**src/rtl/plhi_pkg.sv**
```systemverilog
// plhi_pkg: shared codes and fixed field widths for the polyline height interpolator
// no dependencies; used by the top level
package plhi_pkg;

  // input word kinds
  localparam logic KIND_LOAD  = 1'b0;
  localparam logic KIND_QUERY = 1'b1;

  // fixed widths of the index, segment and register fields
  localparam int IDX_BITS = 6;
  localparam int SEG_BITS = 6;
  localparam int CFG_BITS = 7;

  // breakpoint count after reset
  localparam logic [CFG_BITS-1:0] NUM_POINTS_RST = 7'd2;

endpackage

```
**src/rtl/plhi_ram.sv**
```systemverilog
// plhi_ram: generic single write port, single read port RAM with registered read
// no dependencies
module plhi_ram #(
  parameter int WIDTH = 24,
  parameter int DEPTH = 64
) (
  input  logic                     clk,
  input  logic                     we,
  input  logic [$clog2(DEPTH)-1:0] waddr,
  input  logic [WIDTH-1:0]         wdata,
  input  logic [$clog2(DEPTH)-1:0] raddr,
  output logic [WIDTH-1:0]         rdata
);

  logic [WIDTH-1:0] mem_r [DEPTH];

  // write port and registered read
  always_ff @(posedge clk) begin
    if (we) begin
      mem_r[waddr] <= wdata;
    end
    rdata <= mem_r[raddr];
  end

endmodule

```
**src/rtl/plhi_div.sv**
```systemverilog
// plhi_div: restoring unsigned divider, one quotient bit per cycle
// no dependencies; the dividend must satisfy num < den * 2**QUO_W
module plhi_div #(
  parameter int DEN_W = 12,
  parameter int QUO_W = 16
) (
  input  logic                   clk,
  input  logic                   rst_n,
  input  logic                   start,
  input  logic [DEN_W+QUO_W-1:0] num,
  input  logic [DEN_W-1:0]       den,
  output logic                   done,
  output logic [QUO_W-1:0]       quo
);

  localparam int CW = $clog2(QUO_W + 1);

  logic [DEN_W-1:0] rem_r, rem_nxt;
  logic [QUO_W-1:0] work_r, work_nxt;
  logic [DEN_W-1:0] den_r, den_nxt;
  logic [CW-1:0]    cnt_r, cnt_nxt;
  logic             run_r, run_nxt;
  logic             done_r, done_nxt;
  logic [DEN_W:0]   trial;
  logic             take;

  // one shift-subtract step
  assign trial = {rem_r, work_r[QUO_W-1]};
  assign take  = (trial >= {1'b0, den_r});

  always_comb begin
    rem_nxt  = rem_r;
    work_nxt = work_r;
    den_nxt  = den_r;
    cnt_nxt  = cnt_r;
    run_nxt  = run_r;
    done_nxt = 1'b0;
    if (start) begin
      rem_nxt  = num[DEN_W+QUO_W-1:QUO_W];
      work_nxt = num[QUO_W-1:0];
      den_nxt  = den;
      cnt_nxt  = CW'(QUO_W);
      run_nxt  = 1'b1;
    end else if (run_r) begin
      rem_nxt  = take ? DEN_W'(trial - {1'b0, den_r}) : trial[DEN_W-1:0];
      work_nxt = {work_r[QUO_W-2:0], take};
      cnt_nxt  = cnt_r - CW'(1);
      if (cnt_r == CW'(1)) begin
        run_nxt  = 1'b0;
        done_nxt = 1'b1;
      end
    end
  end

  // control state resets, datapath does not
  always_ff @(posedge clk) begin
    if (!rst_n) begin
      run_r  <= 1'b0;
      done_r <= 1'b0;
      cnt_r  <= '0;
    end else begin
      run_r  <= run_nxt;
      done_r <= done_nxt;
      cnt_r  <= cnt_nxt;
    end
    rem_r  <= rem_nxt;
    work_r <= work_nxt;
    den_r  <= den_nxt;
  end

  assign done = done_r;
  assign quo  = work_r;

endmodule

```
**src/rtl/polyline_height_interpolator.sv**
```systemverilog
// polyline_height_interpolator: breakpoint table, segment scan and interpolation
// depends on plhi_pkg, plhi_ram, plhi_div
//
//   channel  | ports                                      | flow
//   ---------+--------------------------------------------+-----------------------------
//   input    | start, busy, in_kind, in_point_*, in_query_x | word taken on start & !busy
//   result   | out_valid, out_height, out_found, out_segment| one cycle strobe, no stall
//   config   | cfg_we, cfg_wdata                          | written when cfg_we is high
//
// a load word gives no result; busy stays low
// a query reads breakpoint 0, then tests one segment per cycle through the table
// RAM read port; a hit multiplies once and runs the divider for COORD_BITS+4
// steps, then gives a found result; a miss gives a not-found result after the last
// segment; fewer than two points answers in the cycle after the word is taken,
// with busy staying low
// synchronous active-low reset sets num_points to 2; table contents are not cleared
module polyline_height_interpolator #(
  parameter int MAX_POINTS = 64,
  parameter int COORD_BITS = 12
) (
  input  logic                              clk,
  input  logic                              rst_n,
  input  logic                              start,
  output logic                              busy,
  input  logic                              in_kind,
  input  logic [plhi_pkg::IDX_BITS-1:0]     in_point_index,
  input  logic [COORD_BITS-1:0]             in_point_x,
  input  logic [COORD_BITS-1:0]             in_point_y,
  input  logic [COORD_BITS+3:0]             in_query_x,
  output logic                              out_valid,
  output logic [COORD_BITS+3:0]             out_height,
  output logic                              out_found,
  output logic [plhi_pkg::SEG_BITS-1:0]     out_segment,
  input  logic                              cfg_we,
  input  logic [plhi_pkg::CFG_BITS-1:0]     cfg_wdata
);

  localparam int AW = $clog2(MAX_POINTS);
  localparam int NW = $clog2(MAX_POINTS + 1);
  localparam int QW = COORD_BITS + 4;
  localparam int PW = 2 * COORD_BITS + 4;
  localparam int HW = COORD_BITS + 6;
  localparam int SW = plhi_pkg::SEG_BITS;

  localparam logic [2:0] S_IDLE   = 3'd0;
  localparam logic [2:0] S_FIRST  = 3'd1;
  localparam logic [2:0] S_CMP    = 3'd2;
  localparam logic [2:0] S_MUL    = 3'd3;
  localparam logic [2:0] S_DSTART = 3'd4;
  localparam logic [2:0] S_DWAIT  = 3'd5;

  logic [2:0]                    state_r, state_nxt;
  logic [plhi_pkg::CFG_BITS-1:0] num_points_r, num_points_nxt;
  logic [NW-1:0]                 n_r, n_nxt;
  logic [AW-1:0]                 i_r, i_nxt;
  logic [QW-1:0]                 q_r, q_nxt;
  logic [COORD_BITS-1:0]         prev_x_r, prev_x_nxt;
  logic [COORD_BITS-1:0]         prev_y_r, prev_y_nxt;
  logic [QW-1:0]                 dxq_r, dxq_nxt;
  logic [COORD_BITS-1:0]         dy_r, dy_nxt;
  logic                          neg_r, neg_nxt;
  logic [COORD_BITS-1:0]         den_r, den_nxt;
  logic [PW-1:0]                 prod_r, prod_nxt;
  logic                          out_valid_r, out_valid_nxt;
  logic [QW-1:0]                 out_height_r, out_height_nxt;
  logic                          out_found_r, out_found_nxt;
  logic [plhi_pkg::SEG_BITS-1:0] out_segment_r, out_segment_nxt;

  logic                          ram_we;
  logic [AW-1:0]                 ram_waddr;
  logic [AW-1:0]                 ram_raddr;
  logic [2*COORD_BITS-1:0]       ram_rdata;
  logic [COORD_BITS-1:0]         cur_x;
  logic [COORD_BITS-1:0]         cur_y;
  logic [QW-1:0]                 lo;
  logic [QW-1:0]                 hi;
  logic                          hit;
  logic                          more;
  logic                          accept;
  logic [NW-1:0]                 n_clamp;
  logic                          div_start;
  logic                          div_done;
  logic [QW-1:0]                 div_quo;
  logic signed [HW-1:0]          h_sum;

  assign accept = start && (state_r == S_IDLE);

  // breakpoint table, x in the upper half
  assign ram_we    = accept && (in_kind == plhi_pkg::KIND_LOAD)
                     && (int'(in_point_index) < MAX_POINTS);
  assign ram_waddr = AW'(in_point_index);

  always_comb begin
    case (state_r)
      S_IDLE:  ram_raddr = '0;
      S_CMP:   ram_raddr = i_r + AW'(2);
      default: ram_raddr = i_r + AW'(1);
    endcase
  end

  plhi_ram #(
    .WIDTH (2 * COORD_BITS),
    .DEPTH (MAX_POINTS)
  ) u_ram (
    .clk   (clk),
    .we    (ram_we),
    .waddr (ram_waddr),
    .wdata ({in_point_x, in_point_y}),
    .raddr (ram_raddr),
    .rdata (ram_rdata)
  );

  assign cur_x = ram_rdata[2*COORD_BITS-1:COORD_BITS];
  assign cur_y = ram_rdata[COORD_BITS-1:0];

  // segment test against the scaled breakpoints
  assign lo   = {prev_x_r, 4'b0000};
  assign hi   = {cur_x, 4'b0000};
  assign hit  = (lo <= q_r) && (q_r < hi);
  assign more = ((NW + 1)'(i_r) + (NW + 1)'(2)) < (NW + 1)'(n_r);

  // breakpoint count limited to the table depth
  assign n_clamp = (int'(num_points_r) > MAX_POINTS) ? NW'(MAX_POINTS) : NW'(num_points_r);

  // divider for the slope term
  assign div_start = (state_r == S_DSTART);

  plhi_div #(
    .DEN_W (COORD_BITS),
    .QUO_W (QW)
  ) u_div (
    .clk   (clk),
    .rst_n (rst_n),
    .start (div_start),
    .num   (prod_r),
    .den   (den_r),
    .done  (div_done),
    .quo   (div_quo)
  );

  // base height plus or minus the quotient
  assign h_sum = neg_r ? ($signed({2'b00, prev_y_r, 4'b0000}) - $signed({2'b00, div_quo}))
                       : ($signed({2'b00, prev_y_r, 4'b0000}) + $signed({2'b00, div_quo}));

  // sequencer
  always_comb begin
    state_nxt       = state_r;
    num_points_nxt  = num_points_r;
    n_nxt           = n_r;
    i_nxt           = i_r;
    q_nxt           = q_r;
    prev_x_nxt      = prev_x_r;
    prev_y_nxt      = prev_y_r;
    dxq_nxt         = dxq_r;
    dy_nxt          = dy_r;
    neg_nxt         = neg_r;
    den_nxt         = den_r;
    prod_nxt        = prod_r;
    out_valid_nxt   = 1'b0;
    out_height_nxt  = out_height_r;
    out_found_nxt   = out_found_r;
    out_segment_nxt = out_segment_r;

    if (cfg_we) begin
      num_points_nxt = cfg_wdata;
    end

    case (state_r)
      S_IDLE: begin
        if (accept && (in_kind == plhi_pkg::KIND_QUERY)) begin
          q_nxt = in_query_x;
          n_nxt = n_clamp;
          i_nxt = '0;
          if (n_clamp < NW'(2)) begin
            out_valid_nxt   = 1'b1;
            out_height_nxt  = '0;
            out_found_nxt   = 1'b0;
            out_segment_nxt = '0;
          end else begin
            state_nxt = S_FIRST;
          end
        end
      end
      S_FIRST: begin
        prev_x_nxt = cur_x;
        prev_y_nxt = cur_y;
        state_nxt  = S_CMP;
      end
      S_CMP: begin
        if (hit) begin
          dxq_nxt   = q_r - lo;
          neg_nxt   = (cur_y < prev_y_r);
          dy_nxt    = (cur_y < prev_y_r) ? (prev_y_r - cur_y) : (cur_y - prev_y_r);
          den_nxt   = cur_x - prev_x_r;
          state_nxt = S_MUL;
        end else if (more) begin
          prev_x_nxt = cur_x;
          prev_y_nxt = cur_y;
          i_nxt      = i_r + AW'(1);
        end else begin
          out_valid_nxt   = 1'b1;
          out_height_nxt  = '0;
          out_found_nxt   = 1'b0;
          out_segment_nxt = '0;
          state_nxt       = S_IDLE;
        end
      end
      S_MUL: begin
        prod_nxt  = PW'(dxq_r) * PW'(dy_r);
        state_nxt = S_DSTART;
      end
      S_DSTART: begin
        state_nxt = S_DWAIT;
      end
      S_DWAIT: begin
        if (div_done) begin
          out_valid_nxt   = 1'b1;
          out_height_nxt  = h_sum[HW-1] ? '0 : h_sum[QW-1:0];
          out_found_nxt   = 1'b1;
          out_segment_nxt = SW'(i_r);
          state_nxt       = S_IDLE;
        end
      end
      default: begin
        state_nxt = S_IDLE;
      end
    endcase
  end

  // control registers reset, datapath registers do not
  always_ff @(posedge clk) begin
    if (!rst_n) begin
      state_r      <= S_IDLE;
      num_points_r <= plhi_pkg::NUM_POINTS_RST;
      out_valid_r  <= 1'b0;
    end else begin
      state_r      <= state_nxt;
      num_points_r <= num_points_nxt;
      out_valid_r  <= out_valid_nxt;
    end
    n_r           <= n_nxt;
    i_r           <= i_nxt;
    q_r           <= q_nxt;
    prev_x_r      <= prev_x_nxt;
    prev_y_r      <= prev_y_nxt;
    dxq_r         <= dxq_nxt;
    dy_r          <= dy_nxt;
    neg_r         <= neg_nxt;
    den_r         <= den_nxt;
    prod_r        <= prod_nxt;
    out_height_r  <= out_height_nxt;
    out_found_r   <= out_found_nxt;
    out_segment_r <= out_segment_nxt;
  end

  assign busy        = (state_r != S_IDLE);
  assign out_valid   = out_valid_r;
  assign out_height  = out_height_r;
  assign out_found   = out_found_r;
  assign out_segment = out_segment_r;

endmodule

```
**config.mk**
```make
export PLATFORM = sky130hd
export DESIGN_NAME = polyline_height_interpolator
export DESIGN_NICKNAME = d
export VERILOG_FILES = /design/src/rtl/plhi_pkg.sv /design/src/rtl/plhi_ram.sv /design/src/rtl/plhi_div.sv /design/src/rtl/polyline_height_interpolator.sv
export SDC_FILE = /design/constraint.sdc
export NUM_CORES = 2
export LEC_CHECK = 0
export BUFFER_PORTS_ARGS = -buffer_cell sky130_fd_sc_hd__buf_2
export CAP_MARGIN = 30
export CORE_MARGIN = 3
export CORE_UTILIZATION = 55
export CTS_BUF_LIST = sky130_fd_sc_hd__clkbuf_16
export DETAILED_ROUTE_END_ITERATION = 7
export PLACE_DENSITY = 0.71
export SETUP_SLACK_MARGIN = 0.1
export SLEW_MARGIN = 10
export SYNTH_ARGS = -nofsm -noshare
export SYNTH_HDL_FRONTEND = slang
export SYNTH_SLANG_ARGS = --single-unit
```
**constraint.sdc**
```tcl
create_clock -name clk -period 6.9 [get_ports clk]
set_input_delay 0.345 -clock clk [delete_from_list [all_inputs] [get_ports clk]]
set_output_delay 0.345 -clock clk [all_outputs]
set_load 0.01 [all_outputs]
```
==> metrics.txt <==
post-route clock skew 35.7 ps; DR vias 39,800; total number of clock tree sinks 1,763; Reg clk slew, reported paths 60 ps; Switching Share 37.0%; clk_lat worst skew 790 ps; Unique masters post-synth 81; setup repair after global routing missed its margin no; cell family with the largest share of critical-path delay adder cells; Hold Path Sink u_ram.mem_r[5][16]$_DFFE_PP_; largest net degree at the start of global routing 86; fraction of met3 tracks used by global routing 4.43%; number of synthesized flops with an enable pin 1,721; f_max 0.170 GHz; transition time of the tightest slew-check pin 973 ps; Top-Level Pins 83; detailed placer's ending HPWL 106 mm; cell with the largest stage delay on the worst path edfxtp_1; kind of critical path flip-flop to flip-flop; switching power summed over all nets 15.2 mW; Synth Area in Compound Gates 2.34%; synthesized flop and latch total 1,763; number of H-tree levels 4; Sequential Power Share 32.0%; Port Buffers 82; Die Footprint 0.147 mm^2; first-pass GRT wire length 264 mm; type of the worst min-delay path input pin to flip-flop; data arrival time of the critical path 6410 ps; Pleak 30.4 nW; number of gates on the worst path with buffers counted 18; total clock buffers created by CTS 176; Synth Net Count 4,689; pwr/cell area 470 mW/mm^2; initial core utilization 55.7%; die height 383 um; cell mode on critical path fa_1; dominant combinational cell family by area after synthesis multiplexers; number of gates given a new drive strength after cts 0; final worst path period share 85.4%; post-CTS setup buffer count 0; average via count per standard cell 6.04; Synth Area in Simple Gates 3.67%; GR Util met1 34.5%; maximum capacitance violations 0; mux share of post-synthesis cell area 16.1%; share of synthesized area occupied by flip-flops and latches 67.2%; Final Hold Fails 0; number of slew-limit violations in the final report 0; placement row count 137; syn avg cell area 18.1 um^2; predominant post-synthesis flop cell edfxtp_1; GRT Resource Usage Total 24.6%; detailed-router iteration count before antenna repair 7; worst reg2reg endpoint prod_r[27]$_DFFE_PN_; met2 layer usage reported by global route 39.7%; status completed; origin of the worst min-delay path in_point_x[4]; Critical Path Source Type flip-flop; required time of the critical path 7420 ps; number of cells on the worst hold path 1; share of cells above drive strength 1 19.5%; Detail Route Antenna Nets 0; number of cells traversed by the worst register-to-register path 18; cells along the critical path nand2_1 > fa_1 > fa_1 > fa_1 > inv_1 > fa_1 > inv_1 > fa_1 > inv_1 > ha_1 > and3_1 > and3_1 > a211o_1 > nand3_1 > a21oi_1 > a2111oi_2 > a21oi_1 > xnor2_1; DR WL/cell 27.0 um; Synth top area share 66.1%; kind of end point of the critical path flip-flop; xor/xnor cell area share of the yosys netlist 0.885%; Layout Nets 4,934; aggregate global routing overflow 0; maximum resistive drop on vdd 0.835 mV; ys async rst share 0%; startpoint of the lowest-slack register-to-register path dy_r[3]$_DFFE_PP_; most common cell after layout, fill and taps aside edfxtp_1; setup slack of the worst register-to-register path 1010 ps; top area cells in the synthesized netlist edfxtp_1 66%, mux4_2 10%, mux2i_1 4.9%; post-placement cell count 6,216; largest area contributor in the netlist edfxtp_1; crit path buf inv count 3; Gate power share 44.6%; number of remaining DRC errors 0; clock tree from TritonCTS done; most used cells in the layout excluding fill and tap cells 1,721 x edfxtp_1, 382 x mux2i_1, 360 x mux4_2; minimum clock period 5890 ps; Warnings, synthesis 0; highest cell delay on the worst timing path 730 ps; area growth from synthesis to layout 11.7%; buffer cell driving the clock tree root clkbuf_16; adder-cell share of the synthesized area 6.44%; internal power summed over all cells 25.9 mW; number of global-route vias before repair 40,700; antenna violations before repair 7; clock share of power 23.3%; Worst Path Max Fanout 16; Final setup viols 0; Total Neg Setup Slack 0 ps; tightest slew margin relative to the limit 35.1%; routability-driven placement congestion ratio 0.863; peak-usage layer in the global routing report met2; cell count after synthesis 4,316; maximum clock insertion buffer count 3; total core area 0.140 mm^2; total detailed-routing wirelength 178 mm; Die W 383 um; number of DRC markers in iteration 0 3,777; post-layout instance count excluding filler cells 6,591; Filler Cells Inserted 9,819; combined area of all synthesized cells 0.0782 mm^2; final core utilization 62.2%
## cell usage after synthesis, types with 22 or more instances
cell type	n
a21o_1	27
a21oi_1	75
and2_1	70
buf_12	34
buf_2	62
clkbuf_1	59
dfxtp_1	42
edfxtp_1	1721
fa_1	146
ha_1	169
inv_1	304
mux2i_1	382
mux4_1	24
mux4_2	360
nand2_1	213
nor2_1	175
nor2b_1	39
nor3_1	22
o21ai_0	66
xnor2_1	50
xor2_1	29
## layout make-up
type                    instances  area [um^2]  share of cell area (%)
clock buffers                 180         4500                    5.16
well taps                    1876         2350                    2.69
inverters                     305         1140                    1.31
clock inverters               145         1370                    1.57
repair buffers                253         2150                    2.46
diodes                          7         17.5                  0.0201
flip-flops and latches       1763        52500                    60.2
multi-input cells            2062        23300                    26.6
## stage by stage
step / total power, mW / instance area, um^2 / worst slack (ps) / hold WS, ps
after floorplan: 26.4 / 78200 / 1490 / 400
after global placement: 31.5 / 80700 / 1140 / 400
after detailed placement: 31.8 / 81000 / 1050 / 407
after CTS: 41.4 / 87300 / 1030 / 6.41
after global routing: 43.5 / 87300 / 720 / 41.9
final: 41.1 / 87300 / 1010 / 67.8
## logic make-up after synthesis
family / count (synthesis)
XOR/XNOR: 79
buffers and inverters: 491
AND/OR/NAND/NOR: 613
multiplexers: 770
adder cells (fa/ha/maj): 315
AO/OA/AOI/OAI: 285
flip-flops: 1763
## flip-flops by register name (all words and copies together) (netlist names), 16 cells and up
register	count
q_r	16
dxq_r	16
out_height	16
u_ram.mem_r	1536
prod_r	28
u_div.quo	16
u_ram.rdata	24
## what timing repair did
action                                 4_1_cts  5_1_grt
setup endpoints to repair                    0        0
endpoints found under the hold margin       73        0
hold buffers                                42        0
## per-layer routing
metal  share of wire, %  vias up
met1                 41    20800
met3                7.4      258
met4                2.9        2
li1                   -    17200
met5             0.0073        -
met2                 49     1572
## worst reg2reg max path: stages (launching register included)
cell and delay, ps:
edfxtp_1 730, nand2_1 170, fa_1 580, fa_1 460
fa_1 550, inv_1 50, fa_1 470, inv_1 50
fa_1 470, inv_1 40, ha_1 350, and3_1 230
and3_1 190, a211o_1 350, nand3_1 120, a21oi_1 90
a2111oi_2 460, a21oi_1 150, xnor2_1 150
## power groups by stage
stage | sequential, mW | combinational (mW) | clock, mW
2_1_floorplan | 13.2 | 13.3 | 0
3_3_place_gp | 13.4 | 18.1 | 0
3_5_place_dp | 13.4 | 18.4 | 0
4_1_cts | 13.2 | 18.5 | 9.73
5_1_grt | 13.2 | 20.1 | 10.2
6_report | 13.1 | 18.3 | 9.59
## how the worst max path moves through the flow
stage	endpoint	start	slack [ps]
global placement	prod_r[27]$_DFFE_PN_	dy_r[3]$_DFFE_PP_	1140
CTS	prod_r[27]$_DFFE_PN_	dy_r[7]$_DFFE_PP_	1030
floorplan	prod_r[27]$_DFFE_PN_	dy_r[5]$_DFFE_PP_	1490
finish	prod_r[27]$_DFFE_PN_	dy_r[3]$_DFFE_PP_	1010
detailed placement	prod_r[27]$_DFFE_PN_	dy_r[7]$_DFFE_PP_	1050
global route	prod_r[27]$_DFFE_PN_	dy_r[3]$_DFFE_PP_	720
No activity file was read; power rests on OpenSTA's default activity.
